### src/rtl/blist_pkg.sv
// Shared types and constants for the bounded indexed list.
// No dependencies; imported by every module in rtl/.
package blist_pkg;

    // Index and count width; holds values up to 127.
    localparam int IDX_W  = 7;
    localparam int WORD_W = 32;
    localparam int OP_W   = 3;
    localparam int POS_W  = 6;
    localparam int CNT_W  = 6;

    localparam logic [OP_W-1:0] OP_APPEND    = 3'd0;
    localparam logic [OP_W-1:0] OP_REM_FIRST = 3'd1;
    localparam logic [OP_W-1:0] OP_REM_LAST  = 3'd2;
    localparam logic [OP_W-1:0] OP_INSERT    = 3'd3;
    localparam logic [OP_W-1:0] OP_REM_AT    = 3'd4;
    localparam logic [OP_W-1:0] OP_DUMP      = 3'd5;

    typedef enum logic [1:0] {
        CMD_HOLD,
        CMD_INSERT,
        CMD_REMOVE,
        CMD_ROTATE
    } blist_cmd_t;

    // Broadcast to every cell of the chain each cycle.
    typedef struct packed {
        blist_cmd_t          cmd;
        logic [IDX_W-1:0]    pos;
        logic [IDX_W-1:0]    fill;
        logic [WORD_W-1:0]   word;
    } blist_chain_t;

endpackage

### src/rtl/blist_cell.sv
// One storage cell of the list chain.
// Depends on blist_pkg for the chain control struct.
module blist_cell #(
    parameter int IDX = 0
) (
    input  logic                          clk,
    input  blist_pkg::blist_chain_t       chain,
    input  logic [blist_pkg::WORD_W-1:0]  left_word,
    input  logic [blist_pkg::WORD_W-1:0]  right_word,
    input  logic [blist_pkg::WORD_W-1:0]  head_word,
    output logic [blist_pkg::WORD_W-1:0]  word
);
    import blist_pkg::*;

    localparam logic [IDX_W-1:0] MY_IDX = IDX_W'(IDX);

    logic [WORD_W-1:0] word_reg;
    logic [WORD_W-1:0] word_next;

    always_comb
    begin
        word_next = word_reg;
        case (chain.cmd)
            CMD_INSERT:
            begin
                if (MY_IDX > chain.pos)
                    word_next = left_word;
                else if (MY_IDX == chain.pos)
                    word_next = chain.word;
            end
            CMD_REMOVE:
            begin
                if (MY_IDX >= chain.pos)
                    word_next = right_word;
            end
            CMD_ROTATE:
            begin
                // head wraps around to the tail so a full pass restores order
                if (MY_IDX + IDX_W'(1) == chain.fill)
                    word_next = head_word;
                else if (MY_IDX < chain.fill)
                    word_next = right_word;
            end
            default:
            begin
                word_next = word_reg;
            end
        endcase
    end

    always_ff @(posedge clk)
    begin
        word_reg <= word_next;
    end

    assign word = word_reg;

endmodule

### src/rtl/blist_ctrl.sv
// Sequencer for the list: count, operation checks, dump pass, result registers.
// Depends on blist_pkg; drives the control struct of the cell chain.
module blist_ctrl #(
    parameter int DEPTH = 32
) (
    input  logic                          clk,
    input  logic                          rst_n,
    input  logic                          start,
    input  logic [blist_pkg::OP_W-1:0]    opcode,
    input  logic [blist_pkg::POS_W-1:0]   position,
    input  logic [blist_pkg::WORD_W-1:0]  word_in,
    input  logic [blist_pkg::WORD_W-1:0]  head_word,
    output blist_pkg::blist_chain_t       chain,
    output logic                          busy,
    output logic                          result_valid,
    output logic                          status,
    output logic [blist_pkg::CNT_W-1:0]   element_count,
    output logic [blist_pkg::WORD_W-1:0]  word_out,
    output logic                          has_word,
    output logic                          last
);
    import blist_pkg::*;

    localparam logic [IDX_W-1:0] MAX_FILL = IDX_W'(DEPTH);
    localparam logic [IDX_W-1:0] ONE      = IDX_W'(1);

    typedef enum logic {
        ST_IDLE,
        ST_DUMP
    } state_t;

    state_t            state_reg, state_next;
    logic [IDX_W-1:0]  count_reg, count_next;
    logic [IDX_W-1:0]  rem_reg, rem_next;
    logic              valid_reg, valid_next;
    logic              status_reg, status_next;
    logic [WORD_W-1:0] word_reg, word_next;
    logic              has_reg, has_next;
    logic              last_reg, last_next;

    logic              accept;
    logic              ok;
    logic              full;
    logic [IDX_W-1:0]  pos_x;

    assign accept = start && (state_reg == ST_IDLE);
    assign full   = (count_reg == MAX_FILL);
    assign pos_x  = IDX_W'(position);

    always_comb
    begin
        state_next  = state_reg;
        count_next  = count_reg;
        rem_next    = rem_reg;
        valid_next  = 1'b0;
        status_next = 1'b0;
        word_next   = '0;
        has_next    = 1'b0;
        last_next   = 1'b1;
        ok          = 1'b0;

        chain.cmd  = CMD_HOLD;
        chain.pos  = pos_x;
        chain.fill = count_reg;
        chain.word = word_in;

        if (state_reg == ST_DUMP)
        begin
            chain.cmd  = CMD_ROTATE;
            valid_next = 1'b1;
            word_next  = head_word;
            has_next   = 1'b1;
            last_next  = (rem_reg == ONE);
            rem_next   = rem_reg - ONE;
            if (rem_reg == ONE)
                state_next = ST_IDLE;
        end
        else if (accept)
        begin
            valid_next = 1'b1;
            case (opcode)
                OP_APPEND:
                begin
                    ok        = !full;
                    chain.cmd = CMD_INSERT;
                    chain.pos = count_reg;
                end
                OP_REM_FIRST:
                begin
                    ok        = (count_reg != '0);
                    chain.cmd = CMD_REMOVE;
                    chain.pos = '0;
                end
                OP_REM_LAST:
                begin
                    ok        = (count_reg != '0);
                    chain.cmd = CMD_REMOVE;
                    chain.pos = count_reg - ONE;
                end
                OP_INSERT:
                begin
                    ok        = !full && (pos_x <= count_reg);
                    chain.cmd = CMD_INSERT;
                end
                OP_REM_AT:
                begin
                    ok        = (pos_x < count_reg);
                    chain.cmd = CMD_REMOVE;
                end
                OP_DUMP:
                begin
                    ok = 1'b1;
                    // non-empty dump streams from the chain instead
                    if (count_reg != '0)
                    begin
                        valid_next = 1'b0;
                        state_next = ST_DUMP;
                        rem_next   = count_reg;
                    end
                end
                default:
                begin
                    ok = 1'b0;
                end
            endcase

            if (!ok)
                chain.cmd = CMD_HOLD;
            if (chain.cmd == CMD_INSERT)
                count_next = count_reg + ONE;
            else if (chain.cmd == CMD_REMOVE)
                count_next = count_reg - ONE;
            status_next = !ok;
        end
    end

    always_ff @(posedge clk or negedge rst_n)
    begin
        if (!rst_n)
        begin
            state_reg  <= ST_IDLE;
            count_reg  <= '0;
            rem_reg    <= '0;
            valid_reg  <= 1'b0;
            status_reg <= 1'b0;
            word_reg   <= '0;
            has_reg    <= 1'b0;
            last_reg   <= 1'b0;
        end
        else
        begin
            state_reg  <= state_next;
            count_reg  <= count_next;
            rem_reg    <= rem_next;
            valid_reg  <= valid_next;
            status_reg <= status_next;
            word_reg   <= word_next;
            has_reg    <= has_next;
            last_reg   <= last_next;
        end
    end

    assign busy          = (state_reg == ST_DUMP);
    assign result_valid  = valid_reg;
    assign status        = status_reg;
    assign element_count = count_reg[CNT_W-1:0];
    assign word_out      = word_reg;
    assign has_word      = has_reg;
    assign last          = last_reg;

    a_count_bound: assert property (@(posedge clk) disable iff (!rst_n)
        count_reg <= MAX_FILL)
        else $error("element count above depth");

    a_dump_emits: assert property (@(posedge clk) disable iff (!rst_n)
        busy |=> valid_reg && has_reg)
        else $error("dump cycle without element result");

    a_count_hold_dump: assert property (@(posedge clk) disable iff (!rst_n)
        busy |=> $stable(count_reg))
        else $error("count changed during dump");

    a_mid_dump_busy: assert property (@(posedge clk) disable iff (!rst_n)
        valid_reg && !last_reg |-> busy)
        else $error("non-final result outside dump");

    a_plain_last: assert property (@(posedge clk) disable iff (!rst_n)
        valid_reg && !has_reg |-> last_reg && (word_reg == '0))
        else $error("plain result not final or word not zero");

endmodule

### src/rtl/bounded_indexed_list_top.sv
// Top level of the bounded indexed list: sequencer plus a chain of DEPTH cells.
// Depends on blist_pkg, blist_cell and blist_ctrl.
//
// Usage:
//   Command channel: a transaction is taken at a rising edge with start high
//   and busy low. opcode selects append, remove first, remove last, insert
//   at position, remove at position or dump; word_in is the value stored.
//   Result channel: result_valid is high for exactly one cycle per result;
//   status, element_count, word_out, has_word and last are valid with it.
//   The receiver cannot stall; every result must be taken as it appears.
// Sequencing:
//   Insert, append and every remove shift the whole cell chain at once when
//   accepted; the result is registered and appears in the cycle after the
//   command and busy stays low, so a command may be issued every cycle.
//   Dump of N elements rotates the chain once per cycle and reads the head
//   cell: busy is high while the dump runs, and the N results follow one per
//   cycle, since each head word read in a dump cycle is registered before it
//   reaches the outputs. The N-th rotation restores the order; the next command
//   is taken once busy drops, while the final element is on the outputs.
//   An empty dump gives one result in the cycle after the command, like the rest.
// Reset:
//   rst_n clears the count, so the list is empty; cell contents are not
//   cleared and are only read below the count.
module bounded_indexed_list_top #(
    parameter int DEPTH = 32
) (
    input  logic                          clk,
    input  logic                          rst_n,
    input  logic                          start,
    output logic                          busy,
    input  logic [blist_pkg::OP_W-1:0]    opcode,
    input  logic [blist_pkg::POS_W-1:0]   position,
    input  logic [blist_pkg::WORD_W-1:0]  word_in,
    output logic                          result_valid,
    output logic                          status,
    output logic [blist_pkg::CNT_W-1:0]   element_count,
    output logic [blist_pkg::WORD_W-1:0]  word_out,
    output logic                          has_word,
    output logic                          last
);
    import blist_pkg::*;

    blist_chain_t      chain;
    // words[i] is the content of cell i; element 0 sits at the front
    logic [WORD_W-1:0] words [DEPTH];

    blist_ctrl #(
        .DEPTH(DEPTH)
    ) u_ctrl (
        .clk           (clk),
        .rst_n         (rst_n),
        .start         (start),
        .opcode        (opcode),
        .position      (position),
        .word_in       (word_in),
        .head_word     (words[0]),
        .chain         (chain),
        .busy          (busy),
        .result_valid  (result_valid),
        .status        (status),
        .element_count (element_count),
        .word_out      (word_out),
        .has_word      (has_word),
        .last          (last)
    );

    // Each cell sees both neighbors; insert pulls from the left, remove and
    // rotate pull from the right. The ends get the command word, which a legal
    // command never selects, and zero, which only a remove takes into the last cell.
    for (genvar i = 0; i < DEPTH; i++)
    begin : g_cell
        logic [WORD_W-1:0] left_w;
        logic [WORD_W-1:0] right_w;

        if (i == 0)
        begin : g_front
            assign left_w = word_in;
        end
        else
        begin : g_inner_l
            assign left_w = words[i-1];
        end

        if (i == DEPTH - 1)
        begin : g_back
            assign right_w = '0;
        end
        else
        begin : g_inner_r
            assign right_w = words[i+1];
        end

        blist_cell #(
            .IDX(i)
        ) u_cell (
            .clk        (clk),
            .chain      (chain),
            .left_word  (left_w),
            .right_word (right_w),
            .head_word  (words[0]),
            .word       (words[i])
        );
    end

endmodule

### config.mk
export PLATFORM = sky130hd
export DESIGN_NAME = bounded_indexed_list_top
export DESIGN_NICKNAME = d
export VERILOG_FILES = /design/src/rtl/blist_pkg.sv /design/src/rtl/blist_cell.sv /design/src/rtl/blist_ctrl.sv /design/src/rtl/bounded_indexed_list_top.sv
export SDC_FILE = /design/constraint.sdc
export NUM_CORES = 2
export LEC_CHECK = 0
export ABC_AREA = 0
export BUFFER_PORTS_ARGS = -buffer_cell sky130_fd_sc_hd__buf_2
export CAP_MARGIN = 30
export CORE_MARGIN = 1
export CORE_UTILIZATION = 40
export CTS_CLUSTER_DIAMETER = 30
export DETAILED_ROUTE_END_ITERATION = 7
export PLACE_DENSITY = 0.58
export REMOVE_ABC_BUFFERS = 1
export SLEW_MARGIN = 40
export SYNTH_ARGS = -nofsm -noshare
export SYNTH_HDL_FRONTEND = slang
export SYNTH_SLANG_ARGS = --single-unit
### constraint.sdc
create_clock -name clk -period 11.7 [get_ports clk]
set_input_delay 0.585 -clock clk [delete_from_list [all_inputs] [get_ports clk]]
set_output_delay 0.585 -clock clk [all_outputs]
set_load 0.01 [all_outputs]
* Yosys cells after proc, flatten, opt, wreduce, memory -nomap -nowiden
Index checks and enable logic that the tools add are counted.
** Word-level totals
- Register bits :: 1075
- Output and inout bits :: 43
** Cells by class
- Add/sub/neg operators :: 3
- $lt $le $gt $ge :: 98
- Eq/ne operators :: 172
- Mux-type cells :: 223
- Bitwise gates (word level) :: 1
- Reductions and logical operators :: 49
** Operators by type and width (number)
- $mux 32 :: 161
- $pmux 32 s3 :: 32
- $eq 5x7->1 const A :: 32
- $ne 3x1->1 const B :: 63
- $reduce_and 4->1 :: 31
- $eq 4x7->1 const A :: 16
- $ge 5x7->1 const A :: 16
- $gt 5x7->1 const A :: 16
- $lt 5x7->1 const A :: 16
- $ne 2x1->1 const B :: 33
- $eq 3x7->1 const A :: 8
- $ge 4x7->1 const A :: 8
- $gt 4x7->1 const A :: 8
- $lt 4x7->1 const A :: 8
- $mux 7 :: 7
- $eq 2x7->1 const A :: 4
- $ge 3x7->1 const A :: 4
- $gt 3x7->1 const A :: 4
- $lt 3x7->1 const A :: 4
- $pmux 7 s3 :: 1
- $mux 1 :: 15
- $eq 1x7->1 const A :: 2
- $ge 1x7->1 const A :: 2
- $ge 2x7->1 const A :: 2
- 33 further kinds :: 53

* Depth between registers and ports, before layout
- Word-level depth :: 15
- Mapped depth :: 16
- Depth with buffers taken out :: 13

* Cells and area by module
A second synthesis with hierarchy kept.
** Second synthesis, totals
- Cells, all modules :: 7060
- Area, all modules :: 77085.2 um^2
** Modules (own cells, without submodules)
- blist_cell at g_cell[23].u_cell :: times used 1, cells an instance 273, area an instance 2931.6 um^2, seq. area each 960.9 um^2
- blist_cell at g_cell[7].u_cell :: times used 1, cells an instance 273, area an instance 2910.3 um^2, seq. area each 960.9 um^2
- blist_cell at g_cell[31].u_cell :: times used 1, cells an instance 303, area an instance 2840.2 um^2, seq. area each 960.9 um^2
- blist_ctrl :: times used 1, cells an instance 284, area an instance 2816.5 um^2, seq. area each 1276.2 um^2
- blist_cell at g_cell[3].u_cell :: times used 1, cells an instance 275, area an instance 2780.2 um^2, seq. area each 960.9 um^2
- blist_cell at g_cell[5].u_cell :: times used 1, cells an instance 274, area an instance 2772.7 um^2, seq. area each 960.9 um^2
- blist_cell at g_cell[13].u_cell :: times used 1, cells an instance 282, area an instance 2763.9 um^2, seq. area each 960.9 um^2
- blist_cell at g_cell[15].u_cell :: times used 1, cells an instance 273, area an instance 2726.4 um^2, seq. area each 960.9 um^2
- blist_cell at g_cell[21].u_cell :: times used 1, cells an instance 260, area an instance 2587.5 um^2, seq. area each 960.9 um^2
- blist_cell at g_cell[16].u_cell :: times used 1, cells an instance 250, area an instance 2561.2 um^2, seq. area each 960.9 um^2
- blist_cell at g_cell[8].u_cell :: times used 1, cells an instance 248, area an instance 2511.2 um^2, seq. area each 960.9 um^2
- blist_cell at g_cell[29].u_cell :: times used 1, cells an instance 243, area an instance 2503.7 um^2, seq. area each 960.9 um^2
- blist_cell at g_cell[28].u_cell :: times used 1, cells an instance 241, area an instance 2486.1 um^2, seq. area each 960.9 um^2
- blist_cell at g_cell[12].u_cell :: times used 1, cells an instance 269, area an instance 2444.8 um^2, seq. area each 960.9 um^2
- +20 rows

* Least setup slack after synthesis
Ideal clock, no wire load.
- Path kind :: flip-flop to flip-flop
- Start :: reg u_ctrl.count_reg[0]
- End :: reg g_cell[8].u_cell.word_reg[0], enable pin
- Library setup time :: 0.480 ns
- Arrival time :: 5.331 ns
- Slack :: 5.889 ns
- Cell stages (with the launch flop) :: 13
- Path buffers :: 3
- Period minus slack after synthesis :: 5.811 ns
- Cell sequence :: dfrtp_1 -> buf_2 -> clkinv_1 -> ha_1 -> o211a_1 -> o31ai_1 -> nor2_1 -> o31a_1 -> buf_2 -> a21oi_4 -> buf_2 -> a21oi_1 -> a311oi_1
** On the way
- Cells in the longest elaborated chain, start to end :: 14
- Elaborated cells on any way between the ends :: 30
- Those cells by class :: 1 x add/sub; 5 x order compare; 9 x eq/ne; 10 x mux; 5 x reduce/logical
** RTL lines
- from (decl) :: line blist_ctrl.sv:33 : logic [IDX_W-1:0] count_reg, count_next;
- from (signal assigned) :: line blist_ctrl.sv:153 : count_reg <= count_next;
- branches (longest 13 deep; another with $le 6x7->1)
- $reduce_and 4->1 (no source line) *
- to (signal assigned) :: line blist_cell.sv:53 : word_reg <= word_next;
- to (decl) :: line blist_cell.sv:17 : logic [WORD_W-1:0] word_reg;
Every way passes the cells marked *. The select of a mux whose other input is x is not followed.
A chain may end at the register's enable or synchronous reset.

* Final worst setup path
- Start :: reg u_ctrl.count_reg[1]
- End :: reg g_cell[3].u_cell.word_reg[12], data pin
** On the way
- Cells in the longest elaborated chain, start to end :: 13
- Elaborated cells on any way between the ends :: 25
- Those cells by class :: 1 x add/sub; 3 x order compare; 5 x eq/ne; 13 x mux; 3 x reduce/logical
** RTL lines
- branches (longest 12 deep; another with $le 6x7->1)
- $pmux 32 s3 * :: line blist_cell.sv:23 : case (chain.cmd)
- named net g_cell[3].u_cell.word_next[12] :: line blist_cell.sv:18 : logic [WORD_W-1:0] word_next;
- to (signal assigned) :: line blist_cell.sv:53
- to (decl) :: line blist_cell.sv:17
Mark *: on every way through the listed nets, which the timed path passes. The select of a mux whose other input is x is not followed.

==> results.py <==
metrics = {
    "floorplanning": {
        "fp.dieArea_um2": 177000,
        "fp.dieW_um": 421,
        "initial_core_util": 0.403,
        "die_h_um": 421,
        "core_um2": 174000,
        "placementRows": 153,
        "io_pins": 87,
    },
    "timing": {
        "tns_ns": 0,
        "whs_ns": 0.0528,
        "max_slew_margin": 0.355,
        "rsz0062_at_grt": "no",
        "setup_viol": 0,
        "period_share": 0.508,
        "fmax_ghz": 0.168,
        "finalHoldViolCount": 0,
        "finalClockSkew_ns": 0.0664,
        "layout_min_cycle_time_ns": 5.95,
        "worst_pin_slew_ns": 0.966,
        "drv_slew": 0,
    },
    "grt": {
        "grt_max_degree": 184,
        "antenna_found_initial": 13,
        "grt_pass1_wl_mm": 396,
        "grt_pass1_vias": 59274,
        "gr-usage-all-layers": 0.297,
        "overflow": 0,
    },
    "setup_path": {
        "critPathKind": "reg2reg",
        "r2r_slack_ns": 5.75,
        "r2r-start": "u_ctrl.count_reg[1]",
        "worstSetupStartpointType": "flip-flop",
        "r2r-end": "g_cell[3].u_cell.word[12]",
        "worst-path-max-fanout": 124,
        "cp.required_ns": 12.38,
        "critical_path_arrival_ns": 6.63,
        "slowest_delay_ns": 0.72,
        "end_kind": "flip-flop",
        "cp_cell_sequence": "inv_1, ha_1, or4b_4, nand2b_4, nor2b_1, or4_1, a21oi_4, buf_4, buf_12, nand2_2, o211ai_1",
        "reg2reg_depth": 11,
        "slowest_stage": "or4_1",
    },
    "detailed_routing": {
        "initialDrtViolationCount": 8095,
        "finalWirelength_mm": 271,
        "ant_nets": 0,
        "top_layer": "met5",
        "drt_drc_violations_left": 2,
        "route.vias.total": 60780,
        "wl_met3_mm": 29.1,
        "drt_first_pass_iters": 8,
        "met2WireLength_mm": 116,
        "wl_met1_mm": 112,
        "vias_per_cell": 6.71,
        "wl_per_cell_um": 29.9,
    },
    "synthesis": {
        "async_flop_share": 0.0474,
        "synth_cell_types": 71,
        "yosys_warnings": 0,
        "synth-seq-cells": 1075,
        "synth-edff-count": 1024,
        "synthFlopType": "edfxtp_1",
        "syn-instance-count": 6670,
        "yosysSeqAreaShare": 0.457,
        "netlist_area_um2": 70200,
        "avgSynthCellArea_um2": 10.5,
    },
    "place": {
        "dp_hpwl_mm": 149,
        "io_buffers": 86,
        "gp_congestion": 0.906,
    },
    "clocking": {
        "clk-insertion-delay-late_ns": 0.91,
        "cts_max_level": 5,
        "cts_buffers": 342,
        "clockRootBuffer": "clkbuf_16",
        "post_cts_buffers": 0,
        "clkTransAtPathRegs_ns": 0.04,
        "clockBufferDepth": 4,
        "cts_num_sinks": 1075,
        "cts_tree": "yes",
    },
    "pwr": {
        "p_sw_frac": 0.218,
        "vdd_ir_drop_max_mv": 0.143,
        "p_per_area_nw_per_um2": 160,
        "p_switching_mw": 2.93,
        "clkPwrFrac": 0.655,
        "power_mw": 13.4,
        "p_seq_frac": 0.311,
        "p_int_mw": 10.5,
        "comb_power_share": 0.034,
        "p_leak_nw": 36.0,
    },
    "job": {
        "max-cap-violations": 0,
    },
    "worst_hold_path": {
        "holdPathEnd": "u_ctrl.result_valid",
        "holdPathStages": 3,
        "hold_class": "in2reg",
        "min_from": "start",
    },
    "layout": {
        "largest_reg_flops": 1024,
        "final_nets": 6538,
        "layout_commonest_cell": "mux2i_1",
        "syn_to_final_growth_pct": 19.6,
        "final_cell_mix": "1602 x mux2i_1, 1024 x edfxtp_1, 978 x nand2_1, 737 x o221ai_1, 364 x nand3_1",
        "drive_gt1_frac": 0.138,
    },
    "run_status": {
        "status": "finished, violations left",
        "failed_checks": "design-rule violations",
    },
}
[final cells by class]
| cell class | instances | area (µm²) |
|---|---|---|
| tap | 2325 | 2910 |
| clock inverter | 182 | 1680 |
| multi-input combinational | 4747 | 35200 |
| sequential | 1075 | 32000 |
| clock buffer | 418 | 9230 |
| fill | 15445 | 90100 |
| inverter | 13 | 56.3 |
| timing repair buffer | 300 | 2810 |
| antenna | 3 | 7.51 |
[power by group through the flow]
| stage | Combinational [mW] | Clock, mW | Sequential (mW) |
|---|---|---|---|
| after global routing | 0.474 | 9.05 | 4.17 |
| final | 0.461 | 8.78 | 4.17 |
| after global placement | 0.437 | 0 | 4.23 |
| after floorplan | 0.250 | 0 | 4.23 |
| after detailed placement | 0.444 | 0 | 4.23 |
| after CTS | 0.446 | 8.83 | 4.17 |
[timing repair]
action,4_1_cts,5_1_grt
hold endpoints to repair,51,0
hold buffers,1,0
gates resized for setup,0,0
[critical path: cells and delay by family, from the launching register on]
kind            cells  cell delay (ns)
compound gates      2             0.79
fa+ha+maj           1             0.62
buf+inv             3             1.55
flops               1             0.59
simple gates        5             1.99
[logic make-up after synthesis]
logic type      share of synthesized area
compound gates                      0.156
xor+xnor                          0.00137
fa+ha+maj                         0.00268
buf+inv                            0.0541
flops                               0.457
mux                                 0.229
simple gates                        0.101
[synthesized netlist by cell type (31+ instances only)]
library cell | n | area [µm²]
nor2_1 | 166 | 623
nand3_1 | 367 | 1840
buf_1 | 46 | 173
nand2_2 | 32 | 200
o211ai_1 | 257 | 1930
mux2i_1 | 1602 | 16000
edfxtp_1 | 1024 | 30700
and2_1 | 35 | 219
a21oi_1 | 364 | 1820
o221ai_1 | 737 | 6450
buf_2 | 152 | 761
clkbuf_1 | 548 | 2060
nand2_1 | 1001 | 3760
o21ai_0 | 31 | 155
dfrtp_1 | 51 | 1280
buf_4 | 33 | 248
buf_6 | 36 | 405
[metrics by stage]
stage	util	setup slack, ns	cells	area (µm²)
3_5_place_dp	0.419	5.95	8454	72800
6_report	0.482	5.75	9063	83900
3_3_place_gp	0.413	5.08	8403	71900
5_1_grt	0.482	5.65	9060	83900
2_1_floorplan	-	-20.77	5835	66400
4_1_cts	0.481	5.93	9055	83700
[worst max-delay path by stage]
| stage | start | end | slack [ns] |
|---|---|---|---|
| 2_1_floorplan | u_ctrl.count_reg[0] | g_cell[17].u_cell.word[0] | -20.77 |
| 5_1_grt | u_ctrl.count_reg[1] | g_cell[5].u_cell.word[16] | 5.65 |
| 3_3_place_gp | u_ctrl.count_reg[0] | g_cell[1].u_cell.word[30] | 5.08 |
| 3_5_place_dp | u_ctrl.count_reg[1] | g_cell[22].u_cell.word[16] | 5.95 |
| 6_report | u_ctrl.count_reg[1] | g_cell[3].u_cell.word[12] | 5.75 |
| 4_1_cts | u_ctrl.count_reg[1] | g_cell[4].u_cell.word[16] | 5.93 |
[per-layer routing]
| metal | up-vias | global-route usage |
|---|---|---|
| met5 | - | 0 |
| met4 | 10 | 0.147 |
| met3 | 821 | 0.0603 |
| met2 | 3992 | 0.439 |
| met1 | 30390 | 0.413 |
| li1 | 25567 | - |
Note: power is estimated with default switching activity, not from simulation.
